### config.mk
export PLATFORM = sky130hd
export DESIGN_NAME = motor_current_limit_derater
export DESIGN_NICKNAME = d
export VERILOG_FILES = /design/src/hdl/mcld_pkg.sv /design/src/hdl/mcld_divider.sv /design/src/hdl/mcld_datapath.sv /design/src/hdl/mcld_ctrl.sv /design/src/hdl/motor_current_limit_derater.sv
export SDC_FILE = /design/constraint.sdc
export NUM_CORES = 2
export LEC_CHECK = 0
export CAP_MARGIN = 25
export CORE_ASPECT_RATIO = 1.1
export CORE_MARGIN = 2
export CORE_UTILIZATION = 65
export CTS_CLUSTER_DIAMETER = 40
export CTS_CLUSTER_SIZE = 24
export DETAILED_ROUTE_END_ITERATION = 10
export DONT_BUFFER_PORTS = 1
export GPL_ROUTABILITY_DRIVEN = 0
export GPL_TIMING_DRIVEN = 0
export PLACE_DENSITY = 0.81
export SYNTH_ARGS = -nofsm -noshare
export SYNTH_HDL_FRONTEND = slang
export SYNTH_SLANG_ARGS = --single-unit
### constraint.sdc
create_clock -name clk -period 12.5 [get_ports clk]
set_input_delay 3.125 -clock clk [delete_from_list [all_inputs] [get_ports clk]]
set_output_delay 3.125 -clock clk [all_outputs]
set_load 0.01 [all_outputs]
### src/hdl/mcld_pkg.sv
`timescale 1ns / 1ps
`default_nettype none
package mcld_pkg;

    localparam int DIV_W = 41;      // dividend width (nominal * 25-bit elapsed)
    localparam int DEN_W = 25;      // divisor width

    localparam logic [1:0] CMD_UPDATE = 2'd0;
    localparam logic [1:0] CMD_APPLY  = 2'd1;
    localparam logic [1:0] CMD_LIMP   = 2'd2;
    localparam logic [1:0] CMD_RESTART = 2'd3;

    localparam logic [2:0] CFG_NOMINAL = 3'd0;
    localparam logic [2:0] CFG_PEAK    = 3'd1;
    localparam logic [2:0] CFG_FLOOR   = 3'd2;
    localparam logic [2:0] CFG_SPAN    = 3'd3;
    localparam logic [2:0] CFG_VLOW    = 3'd4;
    localparam logic [2:0] CFG_VFULL   = 3'd5;
    localparam logic [2:0] CFG_TSTART  = 3'd6;
    localparam logic [2:0] CFG_TEND    = 3'd7;

    localparam logic [16:0] Q16_ONE      = 17'd65536;
    localparam logic [16:0] Q16_HALF     = 17'd32768;
    localparam logic [16:0] Q16_LOW_TEMP = 17'd19661;
    localparam logic [15:0] TEMP_DROP    = 16'd45875;
    localparam logic [14:0] PCT_FULL     = 15'd25600;

    typedef struct packed {
        logic [1:0]         cmd;
        logic [15:0]        bus_voltage_mv;
        logic signed [11:0] motor_temp_dc;
        logic [15:0]        step_us;
        logic signed [23:0] demand;
        logic               limp_on;
    } in_word_t;

    typedef struct packed {
        logic [15:0]        active_limit_ma;
        logic signed [23:0] limited_demand;
        logic               was_limited;
        logic [31:0]        hit_count;
        logic               softstart_finished;
    } out_word_t;

    typedef struct packed {
        logic [3:0] cfg_idx;
        logic [23:0] cfg_data;
    } cfg_word_t;

    // datapath operation selects issued by the controller
    localparam logic [2:0] OP_NONE  = 3'd0;
    localparam logic [2:0] OP_LOAD  = 3'd1; // ramp add, derive factors setup
    localparam logic [2:0] OP_DRAMP = 3'd2; // start ramp division
    localparam logic [2:0] OP_DVOLT = 3'd3; // start voltage division
    localparam logic [2:0] OP_DTEMP = 3'd4; // start temperature division
    localparam logic [2:0] OP_DPCT  = 3'd5; // start percent division
    localparam logic [2:0] OP_MUL   = 3'd6; // derated limits
    localparam logic [2:0] OP_FIN   = 3'd7; // commit command, build result

    typedef struct packed {
        logic [2:0] op;
        logic       capture;  // capture divider quotient into stage register
    } dp_cmd_t;

    typedef struct packed {
        logic div_busy;
        logic [1:0] cmd;
    } dp_sts_t;

endpackage
`default_nettype wire

### src/hdl/mcld_divider.sv
`timescale 1ns / 1ps
`default_nettype none
module mcld_divider
    import mcld_pkg::*;
(
    input  wire logic             clk,
    input  wire logic             rst_n,
    input  wire logic             start,
    input  wire logic [DIV_W-1:0] dividend,
    input  wire logic [DEN_W-1:0] divisor,
    output logic                  busy,
    output logic [DIV_W-1:0]      quotient
);
    localparam int CNT_W = $clog2(DIV_W + 1);

    logic [DIV_W-1:0] quo_reg, quo_next;
    logic [DEN_W:0]   rem_reg, rem_next;
    logic [DEN_W-1:0] den_reg, den_next;
    logic [CNT_W-1:0] cnt_reg, cnt_next;
    logic [DEN_W:0]   trial;
    logic [DEN_W:0]   diff;

    // restoring division, one quotient bit per cycle
    always_comb
    begin
        quo_next = quo_reg;
        rem_next = rem_reg;
        den_next = den_reg;
        cnt_next = cnt_reg;
        trial = {rem_reg[DEN_W-1:0], quo_reg[DIV_W-1]};
        diff  = trial - {1'b0, den_reg};
        if (start)
        begin
            quo_next = dividend;
            rem_next = '0;
            den_next = divisor;
            cnt_next = CNT_W'(DIV_W);
        end
        else if (cnt_reg != '0)
        begin
            cnt_next = cnt_reg - 1'b1;
            if (trial >= {1'b0, den_reg})
            begin
                rem_next = diff;
                quo_next = {quo_reg[DIV_W-2:0], 1'b1};
            end
            else
            begin
                rem_next = trial;
                quo_next = {quo_reg[DIV_W-2:0], 1'b0};
            end
        end
    end

    always_ff @(posedge clk or negedge rst_n)
    begin
        if (!rst_n)
            cnt_reg <= '0;
        else
            cnt_reg <= cnt_next;
    end

    always_ff @(posedge clk)
    begin
        quo_reg <= quo_next;
        rem_reg <= rem_next;
        den_reg <= den_next;
    end

    assign busy     = (cnt_reg != '0);
    assign quotient = quo_reg;

    a_cnt_start: assert property (@(posedge clk) disable iff (!rst_n)
        start |=> cnt_reg == CNT_W'(DIV_W))
        else $error("divider count not loaded");
    a_rem_bound: assert property (@(posedge clk) disable iff (!rst_n)
        (busy && den_reg != '0) |-> rem_reg < {1'b0, den_reg})
        else $error("divider remainder out of range");
    a_count_down: assert property (@(posedge clk) disable iff (!rst_n)
        (busy && !start) |=> cnt_reg == $past(cnt_reg) - 1'b1)
        else $error("divider count skipped");
endmodule
`default_nettype wire

### src/hdl/mcld_datapath.sv
`timescale 1ns / 1ps
`default_nettype none
module mcld_datapath
    import mcld_pkg::*;
(
    input  wire logic      clk,
    input  wire logic      rst_n,
    input  wire in_word_t  in_word,
    input  wire logic      load,
    input  wire logic      cfg_we,
    input  wire cfg_word_t cfg_word,
    input  wire dp_cmd_t   dcmd,
    output dp_sts_t        sts,
    output out_word_t      result
);
    // configuration registers
    logic [15:0] nom_reg, peak_reg, floor_reg, vlow_reg, vfull_reg;
    logic [23:0] span_reg;
    logic signed [11:0] tstart_reg, tend_reg;

    always_ff @(posedge clk or negedge rst_n)
    begin
        if (!rst_n)
        begin
            nom_reg    <= 16'd10000;
            peak_reg   <= 16'd20000;
            floor_reg  <= 16'd2000;
            span_reg   <= 24'd500000;
            vlow_reg   <= 16'd20000;
            vfull_reg  <= 16'd24000;
            tstart_reg <= 12'sd600;
            tend_reg   <= 12'sd1000;
        end
        else if (cfg_we)
        begin
            case (cfg_word.cfg_idx)
                {1'b0, CFG_NOMINAL}: nom_reg    <= cfg_word.cfg_data[15:0];
                {1'b0, CFG_PEAK}:    peak_reg   <= cfg_word.cfg_data[15:0];
                {1'b0, CFG_FLOOR}:   floor_reg  <= cfg_word.cfg_data[15:0];
                {1'b0, CFG_SPAN}:    span_reg   <= cfg_word.cfg_data;
                {1'b0, CFG_VLOW}:    vlow_reg   <= cfg_word.cfg_data[15:0];
                {1'b0, CFG_VFULL}:   vfull_reg  <= cfg_word.cfg_data[15:0];
                {1'b0, CFG_TSTART}:  tstart_reg <= cfg_word.cfg_data[11:0];
                {1'b0, CFG_TEND}:    tend_reg   <= cfg_word.cfg_data[11:0];
                default: ;
            endcase
        end
    end

    // run state
    logic [24:0] elapsed_reg;
    logic        done_reg, limp_reg;
    logic [15:0] comp_reg;
    logic [31:0] clip_reg;

    // per-item working registers
    in_word_t    w_reg;
    logic [24:0] el_new_reg;      // elapsed after the add
    logic        ramp_full_reg;   // ramp value is nominal
    logic        v_low_reg, v_full_reg, t_low_reg, t_end_reg;
    logic [16:0] v_num_reg;
    logic [16:0] v_den_reg;
    logic [12:0] t_num_reg, t_den_reg;
    logic [16:0] ramp_q_reg;
    logic [16:0] vf_reg, tf_reg;
    logic [16:0] pct_reg;
    logic [16:0] vl_reg, tl_reg;

    logic [25:0] el_sum;
    logic signed [12:0] t_diff, t_span;

    logic             dv_start;
    logic [DIV_W-1:0] dv_dividend, dv_q;
    logic [DEN_W-1:0] dv_divisor;
    logic             dv_busy;

    mcld_divider u_div (
        .clk(clk), .rst_n(rst_n), .start(dv_start), .dividend(dv_dividend),
        .divisor(dv_divisor), .busy(dv_busy), .quotient(dv_q)
    );

    assign el_sum = {1'b0, elapsed_reg} + 26'(w_reg.step_us);
    assign t_diff = 13'(w_reg.motor_temp_dc) - 13'(tstart_reg);
    assign t_span = 13'(tend_reg) - 13'(tstart_reg);

    logic [15:0] act_now;
    assign act_now = limp_reg ? floor_reg : comp_reg;

    // divider operand mux
    always_comb
    begin
        dv_start    = 1'b0;
        dv_dividend = '0;
        dv_divisor  = '0;
        case (dcmd.op)
            OP_DRAMP:
            begin
                dv_start    = 1'b1;
                dv_dividend = DIV_W'(nom_reg) * DIV_W'(el_new_reg);
                dv_divisor  = DEN_W'(span_reg);
            end
            OP_DVOLT:
            begin
                dv_start    = 1'b1;
                dv_dividend = DIV_W'({v_num_reg, 15'd0});
                dv_divisor  = DEN_W'(v_den_reg);
            end
            OP_DTEMP:
            begin
                dv_start    = 1'b1;
                dv_dividend = DIV_W'(TEMP_DROP) * DIV_W'(t_num_reg);
                dv_divisor  = DEN_W'(t_den_reg);
            end
            OP_DPCT:
            begin
                dv_start    = 1'b1;
                dv_dividend = DIV_W'(act_now) * DIV_W'(PCT_FULL);
                dv_divisor  = DEN_W'(nom_reg);
            end
            default: ;
        endcase
    end

    // quotient capture targets, set by the op that started the divider
    logic [2:0] last_div_reg;
    logic [32:0] nvf, ntf;
    logic [16:0] ramp_val, dyn0, dyn1, dyn2, clamp;
    logic [23:0] mx;
    logic signed [24:0] d_ext;
    logic signed [24:0] mx_s;
    logic clip;
    logic signed [23:0] lim;

    assign nvf = 33'(nom_reg) * 33'(vf_reg);
    assign ntf = 33'(nom_reg) * 33'(tf_reg);

    always_comb
    begin
        ramp_val = ramp_full_reg ? 17'(nom_reg) : ramp_q_reg;
        dyn0 = ramp_val;
        dyn1 = (vl_reg < dyn0) ? vl_reg : dyn0;
        dyn2 = (tl_reg < dyn1) ? tl_reg : dyn1;
        if (dyn2 > 17'(peak_reg))
            clamp = 17'(peak_reg);
        else if (dyn2 < 17'(floor_reg))
            clamp = 17'(floor_reg);
        else
            clamp = dyn2;
        mx    = (pct_reg > 17'(PCT_FULL)) ? 24'(PCT_FULL) : 24'(pct_reg);
        mx_s  = 25'(mx);
        d_ext = 25'(w_reg.demand);
        clip  = 1'b0;
        lim   = w_reg.demand;
        if (d_ext > mx_s)
        begin
            clip = 1'b1;
            lim  = mx;
        end
        else if (d_ext < -mx_s)
        begin
            clip = 1'b1;
            lim  = 24'(-mx_s);
        end
    end

    // working registers
    always_ff @(posedge clk)
    begin
        if (load)
            w_reg <= in_word;
        if (dcmd.op == OP_LOAD)
        begin
            el_new_reg    <= el_sum[24:0];
            ramp_full_reg <= done_reg || (el_sum[24:0] >= 25'(span_reg));
            v_low_reg  <= w_reg.bus_voltage_mv <= vlow_reg;
            v_full_reg <= w_reg.bus_voltage_mv >= vfull_reg;
            v_num_reg  <= 17'(w_reg.bus_voltage_mv) - 17'(vlow_reg);
            v_den_reg  <= 17'(vfull_reg) - 17'(vlow_reg);
            t_low_reg  <= w_reg.motor_temp_dc <= tstart_reg;
            t_end_reg  <= w_reg.motor_temp_dc >= tend_reg;
            t_num_reg  <= t_diff;
            t_den_reg  <= t_span;
        end
        if (dv_start)
            last_div_reg <= dcmd.op;
        if (dcmd.capture)
        begin
            case (last_div_reg)
                OP_DRAMP: ramp_q_reg <= dv_q[16:0];
                OP_DVOLT: vf_reg <= v_low_reg ? Q16_HALF :
                                    v_full_reg ? Q16_ONE : Q16_HALF + dv_q[16:0];
                OP_DTEMP: tf_reg <= t_low_reg ? Q16_ONE :
                                    t_end_reg ? Q16_LOW_TEMP : Q16_ONE - dv_q[16:0];
                OP_DPCT:  pct_reg <= (dv_q > DIV_W'(PCT_FULL)) ? 17'(PCT_FULL) : dv_q[16:0];
                default: ;
            endcase
        end
        if (dcmd.op == OP_MUL)
        begin
            vl_reg <= nvf[32:16];
            tl_reg <= ntf[32:16];
        end
    end

    // run state and result
    always_ff @(posedge clk or negedge rst_n)
    begin
        if (!rst_n)
        begin
            elapsed_reg <= '0;
            done_reg    <= 1'b0;
            limp_reg    <= 1'b0;
            comp_reg    <= '0;
            clip_reg    <= '0;
            result      <= '0;
        end
        else if (dcmd.op == OP_FIN)
        begin
            result.limited_demand <= '0;
            result.was_limited    <= 1'b0;
            result.active_limit_ma <= act_now;
            result.hit_count      <= clip_reg;
            result.softstart_finished <= done_reg;
            case (w_reg.cmd)
                CMD_UPDATE:
                begin
                    if (!done_reg)
                    begin
                        elapsed_reg <= el_new_reg;
                        done_reg    <= ramp_full_reg;
                    end
                    comp_reg <= clamp[15:0];
                    result.active_limit_ma <= limp_reg ? floor_reg : clamp[15:0];
                    result.softstart_finished <= done_reg || ramp_full_reg;
                end
                CMD_APPLY:
                begin
                    if (nom_reg != '0)
                    begin
                        result.limited_demand <= lim;
                        result.was_limited    <= clip;
                        if (clip)
                        begin
                            clip_reg <= clip_reg + 1'b1;
                            result.hit_count <= clip_reg + 1'b1;
                        end
                    end
                end
                CMD_LIMP:
                begin
                    limp_reg <= w_reg.limp_on;
                    result.active_limit_ma <= w_reg.limp_on ? floor_reg : comp_reg;
                end
                default:
                begin
                    elapsed_reg <= '0;
                    done_reg    <= 1'b0;
                    limp_reg    <= 1'b0;
                    comp_reg    <= '0;
                    clip_reg    <= '0;
                    result.active_limit_ma <= '0;
                    result.hit_count <= '0;
                    result.softstart_finished <= 1'b0;
                end
            endcase
        end
    end

    assign sts.div_busy = dv_busy;
    assign sts.cmd      = w_reg.cmd;

    a_no_restart_during_div: assert property (@(posedge clk) disable iff (!rst_n)
        (dv_start) |-> !dv_busy)
        else $error("divider started while busy");
    a_clip_count: assert property (@(posedge clk) disable iff (!rst_n)
        (dcmd.op == OP_FIN && w_reg.cmd == CMD_APPLY) |=>
        clip_reg == $past(clip_reg) || clip_reg == $past(clip_reg) + 1'b1)
        else $error("clip count jumped");
    a_done_sticky: assert property (@(posedge clk) disable iff (!rst_n)
        (done_reg && !(dcmd.op == OP_FIN && w_reg.cmd == CMD_RESTART)) |=> done_reg)
        else $error("ramp done dropped");
endmodule
`default_nettype wire

### src/hdl/mcld_ctrl.sv
`timescale 1ns / 1ps
`default_nettype none
module mcld_ctrl
    import mcld_pkg::*;
(
    input  wire logic    clk,
    input  wire logic    rst_n,
    input  wire logic    in_valid,
    output logic         in_ready,
    output logic         out_valid,
    input  wire logic    out_ready,
    output logic         load,
    output dp_cmd_t      dcmd,
    input  wire dp_sts_t sts
);
    localparam logic [3:0] S_IDLE  = 4'd0;
    localparam logic [3:0] S_LOAD  = 4'd1;
    localparam logic [3:0] S_RAMP  = 4'd2;
    localparam logic [3:0] S_WRAMP = 4'd3;
    localparam logic [3:0] S_VOLT  = 4'd4;
    localparam logic [3:0] S_WVOLT = 4'd5;
    localparam logic [3:0] S_TEMP  = 4'd6;
    localparam logic [3:0] S_WTEMP = 4'd7;
    localparam logic [3:0] S_MUL   = 4'd8;
    localparam logic [3:0] S_PCT   = 4'd9;
    localparam logic [3:0] S_WPCT  = 4'd10;
    localparam logic [3:0] S_FIN   = 4'd11;

    logic [3:0] state_reg, state_next;
    logic       ov_reg, ov_next;

    // a new word may enter while the previous result still waits
    assign in_ready  = (state_reg == S_IDLE);
    assign load      = in_valid && in_ready;
    assign out_valid = ov_reg;

    always_comb
    begin
        state_next   = state_reg;
        ov_next      = ov_reg && !out_ready;
        dcmd.op      = OP_NONE;
        dcmd.capture = 1'b0;
        case (state_reg)
            S_IDLE:  if (load) state_next = S_LOAD;
            S_LOAD:
            begin
                dcmd.op = OP_LOAD;
                if (sts.cmd == CMD_UPDATE)     state_next = S_RAMP;
                else if (sts.cmd == CMD_APPLY) state_next = S_PCT;
                else                           state_next = S_FIN;
            end
            S_RAMP:  begin dcmd.op = OP_DRAMP; state_next = S_WRAMP; end
            S_WRAMP:
                if (!sts.div_busy)
                begin
                    dcmd.capture = 1'b1;
                    state_next = S_VOLT;
                end
            S_VOLT:  begin dcmd.op = OP_DVOLT; state_next = S_WVOLT; end
            S_WVOLT:
                if (!sts.div_busy)
                begin
                    dcmd.capture = 1'b1;
                    state_next = S_TEMP;
                end
            S_TEMP:  begin dcmd.op = OP_DTEMP; state_next = S_WTEMP; end
            S_WTEMP:
                if (!sts.div_busy)
                begin
                    dcmd.capture = 1'b1;
                    state_next = S_MUL;
                end
            S_MUL:   begin dcmd.op = OP_MUL; state_next = S_FIN; end
            S_PCT:   begin dcmd.op = OP_DPCT; state_next = S_WPCT; end
            S_WPCT:
                if (!sts.div_busy)
                begin
                    dcmd.capture = 1'b1;
                    state_next = S_FIN;
                end
            S_FIN:
                if (!ov_reg || out_ready)
                begin
                    dcmd.op    = OP_FIN;
                    ov_next    = 1'b1;
                    state_next = S_IDLE;
                end
            default: state_next = S_IDLE;
        endcase
    end

    always_ff @(posedge clk or negedge rst_n)
    begin
        if (!rst_n)
        begin
            state_reg <= S_IDLE;
            ov_reg    <= 1'b0;
        end
        else
        begin
            state_reg <= state_next;
            ov_reg    <= ov_next;
        end
    end

    a_fin_free: assert property (@(posedge clk) disable iff (!rst_n)
        (dcmd.op == OP_FIN) |-> (!ov_reg || out_ready))
        else $error("result overwritten");
    a_fin_valid: assert property (@(posedge clk) disable iff (!rst_n)
        (dcmd.op == OP_FIN) |=> ov_reg)
        else $error("result not presented");
    a_load_idle: assert property (@(posedge clk) disable iff (!rst_n)
        load |=> state_reg == S_LOAD)
        else $error("accept outside idle");
endmodule
`default_nettype wire

### src/hdl/motor_current_limit_derater.sv
`timescale 1ns / 1ps
`default_nettype none
// Channel   Handshake             Payload
// in        in_valid/in_ready     in_word   (in_word_t)
// out       out_valid/out_ready   out_word  (out_word_t)
// cfg       cfg_valid/cfg_ready   cfg_word  (cfg_word_t, index + data)
//
// Update runs three divisions on the shared restoring divider; apply runs
// one division, limp and restart none. One word is in work at a time;
// the next is taken while the result waits in the output register. Reset
// is asynchronous, active low; a stalled result holds the last step until
// out_ready.
module motor_current_limit_derater
    import mcld_pkg::*;
(
    input  wire logic      clk,
    input  wire logic      rst_n,
    input  wire logic      in_valid,
    output logic           in_ready,
    input  wire in_word_t  in_word,
    output logic           out_valid,
    input  wire logic      out_ready,
    output out_word_t      out_word,
    input  wire logic      cfg_valid,
    output logic           cfg_ready,
    input  wire cfg_word_t cfg_word
);
    logic    load;
    dp_cmd_t dcmd;
    dp_sts_t sts;

    assign cfg_ready = 1'b1;

    mcld_ctrl u_ctrl (
        .clk(clk), .rst_n(rst_n), .in_valid(in_valid), .in_ready(in_ready),
        .out_valid(out_valid), .out_ready(out_ready), .load(load),
        .dcmd(dcmd), .sts(sts)
    );

    mcld_datapath u_dp (
        .clk(clk), .rst_n(rst_n), .in_word(in_word), .load(load),
        .cfg_we(cfg_valid && cfg_ready), .cfg_word(cfg_word),
        .dcmd(dcmd), .sts(sts), .result(out_word)
    );
endmodule
`default_nettype wire
Word level (Yosys, flattened, before mapping)
Index checks and enable logic that the tools add are counted.
- bitwise operators: 3
- add/sub/neg operators: 11
- equal/unequal tests: 39
- $lt $le $gt $ge: 14
- reductions and logical operators: 37
- $mul: 5
- multiplexer cells: 53
- operators by type and width (kind ; number):
    41-bit one-hot mux with 4 select lines ; 1
    32-bit one-hot mux with 2 select lines ; 2
    17-bit 2-to-1 mux ; 6
    24-bit one-hot mux with 4 select lines ; 1
    41-bit 2-to-1 mux ; 2
    16-bit 2-to-1 mux ; 5
    25-bit 2-to-1 mux ; 3
    16-bit by 17-bit multiplier with 33-bit output ; 2
    32-bit 2-to-1 mux ; 2
    57-bit 2-to-1 mux ; 1
    25-bit one-hot mux with 2 select lines ; 1
    24-bit 2-to-1 mux ; 2
    16-bit one-hot mux with 3 select lines ; 1
    4-bit one-hot mux with 12 select lines ; 1
    41-bit by 15-bit greater-than comparator with 1-bit output, second input constant ; 1
    16-bit by 25-bit multiplier with 41-bit output ; 1
    17-bit less-than comparator ; 2
    16-bit by 16-bit subtractor with 17-bit output ; 2
    32-bit by 1-bit adder with 32-bit output, second input constant ; 1
    4-bit by 3-bit equality test with 1-bit output, second input constant ; 8
    16-bit one-hot mux with 2 select lines ; 1
    16-bit by 13-bit multiplier with 29-bit output, first input constant ; 1
    4-bit 2-to-1 mux ; 7
    2-bit AND reduction ; 14
    other kinds (48) ; 94
- logic and storage cells: 211
- input port bits: 104
- output and inout bits: 77
- bits in registers: 645

Longest topological paths before layout
- word-level depth: 10
- mapped depth: 34
- depth with buffers taken out: 30

Hierarchy
From an unflattened synthesis, not the netlist that was laid out.
- cells, all modules: 7365
- area, all modules: 70117.2 µm²
- by module, submodules not included (module ; area an instance (µm²) ; cells an instance ; instances ; sequential area each (µm²)):
    mcld_datapath ; 64338.0 ; 6831 ; 1 ; 14975.6
    mcld_divider ; 5323.9 ; 474 ; 1 ; 2632.5
    mcld_ctrl ; 444.2 ; 58 ; 1 ; 125.1
    motor_current_limit_derater ; 11.3 ; 2 ; 1 ; 0.0

Worst setup path after synthesis
OpenSTA, ideal clock, no wires.
- path type: flip-flop to flip-flop
- start point: register u_ctrl.state_reg[0]
- end point: register u_dp.el_new_reg[0] (enable)
- library setup time: 0.792 ns
- path slack: 1.605 ns
- clock period less this slack: 10.895 ns
- cell stages (with the launch flop): 4
- data arrival time: 10.103 ns
- path buffers: 2
- cells stage by stage: dfrtp_1 clkbuf_1 clkbuf_1 nor4b_1
- cells in the longest elaborated chain, start to end: 3
- elaborated cells between the ends (all ways): 9
- those cells by class: 8 x eq/ne; 1 x mux
- ends and longest elaborated chain (item ; line ; text):
    start: declaration ; mcld_ctrl.sv:29 ; logic [3:0] state_reg, state_next;
    start signal: assignment ; mcld_ctrl.sv:101 ; state_reg <= state_next;
    4-bit equality test, or another cell as far along ; mcld_ctrl.sv:43 ; case (state_reg)
    3-bit one-hot mux with 7 select lines (*) ; mcld_ctrl.sv:43 ;
    3-bit by 1-bit equality test with 1-bit output (*) ; mcld_datapath.sv:171 ; if (dcmd.op == OP_LOAD)
    end signal: assignment ; mcld_datapath.sv:173 ; el_new_reg <= el_sum[24:0];
    end: declaration ; mcld_datapath.sv:58 ; logic [24:0] el_new_reg;
Mark *: on every way between the ends. The rest lies on a longest branch, timed or not.
A chain may end at the register's enable or synchronous reset.

Worst setup path after layout
- start point: register u_dp.nom_reg[1]
- end point: register u_dp.tl_reg[16] (data pin)
- cells in the longest elaborated chain, start to end: 1
- ends and longest elaborated chain (item ; line ; text):
    start: declaration ; mcld_datapath.sv:17 ; logic [15:0] nom_reg, peak_reg, floor_reg, vlow_reg, vfull_reg;
    start signal: assignment ; mcld_datapath.sv:37 ; {1'b0, CFG_NOMINAL}: nom_reg <= cfg_word.cfg_data[15:0];
    16-bit by 17-bit multiplier with 33-bit output ; mcld_datapath.sv:135 ; assign ntf = 33'(nom_reg) * 33'(tf_reg);
    net u_dp.ntf[32] ; mcld_datapath.sv:126 ; logic [32:0] nvf, ntf;
    end signal: assignment ; mcld_datapath.sv:201 ; tl_reg <= ntf[32:16];
    end: declaration ; mcld_datapath.sv:67 ; logic [16:0] vl_reg, tl_reg;
The timed path passes the listed nets, and every way through them passes these cells.

==> results.sh <==
export IMPL_status="finished clean"
export IMPL_dr_pass1_iters=9
export IMPL_skew_ns=0.0610
export IMPL_drc_errors=0
export IMPL_critPathMaxFanout=10
export IMPL_ctsHoldBuffers=0
export IMPL_vias=57700
export IMPL_fp_row_count=126
export IMPL_tns_ns=0
export IMPL_arrival_ns=9.98
export IMPL_setup_viol=0
export IMPL_grt_total_usage_pct=40.0
export IMPL_largest_reg_flops=74
export IMPL_syn_to_final_growth_pct=8.05
export IMPL_fin_crit_sh_pct=76.5
export IMPL_layout_common_cells="inv_1 (1175), nand2_1 (1007), fa_1 (799), ha_1 (722), and2_1 (342)"
export IMPL_netlist_area_mm2=0.0700
export IMPL_r2r_cells=26
export IMPL_synth_edff_count=331
export IMPL_ys_types=92
export IMPL_critPathCaptureType="flip-flop"
export IMPL_whs_endpoint="u_dp.ramp_q_reg[10]"
export IMPL_cts_resized=0
export IMPL_grt_first_pass_wirelength_um=335000
export IMPL_worstReg2RegStart="u_dp.nom_reg[1]"
export IMPL_top_layer="met5"
export IMPL_hold_path_class="flip-flop to flip-flop"
export IMPL_drv_slew=0
export IMPL_slowest_delay_ns=0.99
export IMPL_met2_wirelength_um=95900
export IMPL_coreArea_mm2=0.107
export IMPL_drt_iter0_markers=7143
export IMPL_critPathSlowestCell="clkbuf_1"
export IMPL_criticalPathCategory="flip-flop to flip-flop"
export IMPL_worstReg2RegEnd="u_dp.tl_reg[16]"
export IMPL_cts_tree="built"
export IMPL_grt_overflow=0
export IMPL_postCtsSetupRepairBufs=0
export IMPL_final_common_cell="inv_1"
export IMPL_worst_endpoint_required_ns=12.91
export IMPL_routed_wl_met3_um=26900
export IMPL_ant_nets=0
export IMPL_drt_wl_total_um=219000
export IMPL_syn_avg_cell_area_um2=9.46
export IMPL_start_util_pct=65.4
export IMPL_grt_max_degree=289
export IMPL_slew_headroom_pct=14.9
export IMPL_final_hold_violation_count=0
export IMPL_path_clk_slew_ns=0.07
export IMPL_rsz0062_at_grt="false"
export IMPL_min_from="u_dp.u_div.quotient[10]"
export IMPL_nNetsFinal=9166
export IMPL_cap_viol_max_count=0
export IMPL_dpl_hpwl_um=172000
export IMPL_postSynthCellCount=7402
export IMPL_h_tree_depth=3
export IMPL_portBuffers=0
export IMPL_die_w_um=317
export IMPL_drive_gt1_share_pct=5.61
export IMPL_min_period_ns=9.56
export IMPL_ys_warn_count=0
export IMPL_clock_path_buffers=3
export IMPL_reg2reg_slack_ns=2.94
export IMPL_synth_seq_cells=644
export IMPL_top_level_ports=181
export IMPL_async_flop_share_pct=44.7
export IMPL_first_global_vias=59300
export IMPL_dieHeight_um=348
export IMPL_clk_latency_ns=0.71
export IMPL_max_freq_ghz=0.105
export IMPL_cts_buffers=95
export IMPL_tightest_slew_ns=1.26
export IMPL_startpoint_type="flip-flop"
export IMPL_wl_met1_um=75400
export IMPL_cts_root_buf="clkbuf_16"
export IMPL_clock_sinks=644
export IMPL_min_path_cells=0
export IMPL_synth_flop_cell="edfxtp_1"
export IMPL_antenna_found_initial=21
export IMPL_yosysSeqAreaShare_pct=25.3
export IMPL_wl_per_cell_um=24.2
export IMPL_die_area_mm2=0.110
export IMPL_viasPerCell=6.38
## critical path: cells and delay by family (launching register included)
family	cells	cell delay, ns
AOI/OAI and AO/OA	7	2.17
xor gates and xnor gates	1	0.24
adders and majority gates	7	3.37
buffers and inverters	9	2.74
DFF	1	0.35
and+or+nand+nor	2	0.39
## cells by family (layout without fill, tap and decap cells)
kind of cell / after synthesis / count (layout) / share of synthesized area (%)
AOI/OAI and AO/OA: 1232 / 1232 / 11.6
and+or+nand+nor: 2116 / 2116 / 14.2
xor gates and xnor gates: 183 / 183 / 2.29
DFF: 644 / 644 / 25.3
adders and majority gates: 1521 / 1521 / 35.8
buffers and inverters: 1535 / 1755 / 8.29
other: 1 / 14 / 0.00536
muxes: 170 / 170 / 2.64
## per-stage QoR
stage                     setup WS, ns  std cells  util, %  instance area [um2]  hold WS [ns]
after floorplan                   1.60       7404        -                70000         0.424
after global placement           -3.50       8812     67.0                71800         0.434
after detailed placement          3.23       8842     67.4                72100         0.432
after CTS                         3.14       9022     70.5                75500         0.433
after global routing              2.46       9037     70.6                75600         0.445
final                             2.94       9043     70.7                75600         0.439
## Yosys cell counts, drive strengths merged, types with 55 or more instances
cell type	n	share of area, %
inv	1177	6.3
nand2	1008	5.4
fa	799	23
ha	722	13
o21ai	345	2.5
and2	343	3.1
clkbuf	332	1.8
edfxtp	331	14
nor2	298	1.7
dfrtp	243	8.7
a21oi	234	1.7
a21o	116	1.2
mux2	115	1.9
xnor2	102	1.3
nor3	94	0.68
nand3	90	0.65
a22oi	83	0.89
xor2	81	1.0
mux2i	55	0.79
## area by class of cell
cell class,instances,area (um2)
Multi-Input combinational cell,5225,46500
Fill cell,7632,31400
Sequential cell,644,17700
Inverter,1177,4420
Clock buffer,100,2440
Tap cell,1408,1760
Buffer,358,1390
Clock inverter,80,916
Timing Repair Buffer,40,453
Antenna cell,11,27.5
## worst max-delay path by stage
stage,end,cells after the start,startpoint
final,u_dp.tl_reg[16],26,u_dp.nom_reg[1]
after detailed placement,u_dp.tl_reg[16],26,u_dp.nom_reg[1]
after CTS,u_dp.tl_reg[16],26,u_dp.nom_reg[1]
after floorplan,u_dp.el_new_reg[0],3,u_ctrl.state_reg[0]
after global placement,u_dp.el_new_reg[11],3,u_ctrl.state_reg[0]
after global routing,u_dp.tl_reg[16],27,u_dp.nom_reg[1]
## metal layers
metal | GRT usage (%) | up-vias
li1 | - | 24700
met1 | 49.3 | 28000
met2 | 60.4 | 3845
met3 | 10.7 | 1055
met4 | 30.3 | 4
met5 | 0 | -
Power is not shown: default switching activity piles up to over one toggle a cycle in this logic, so the estimate is an artifact.
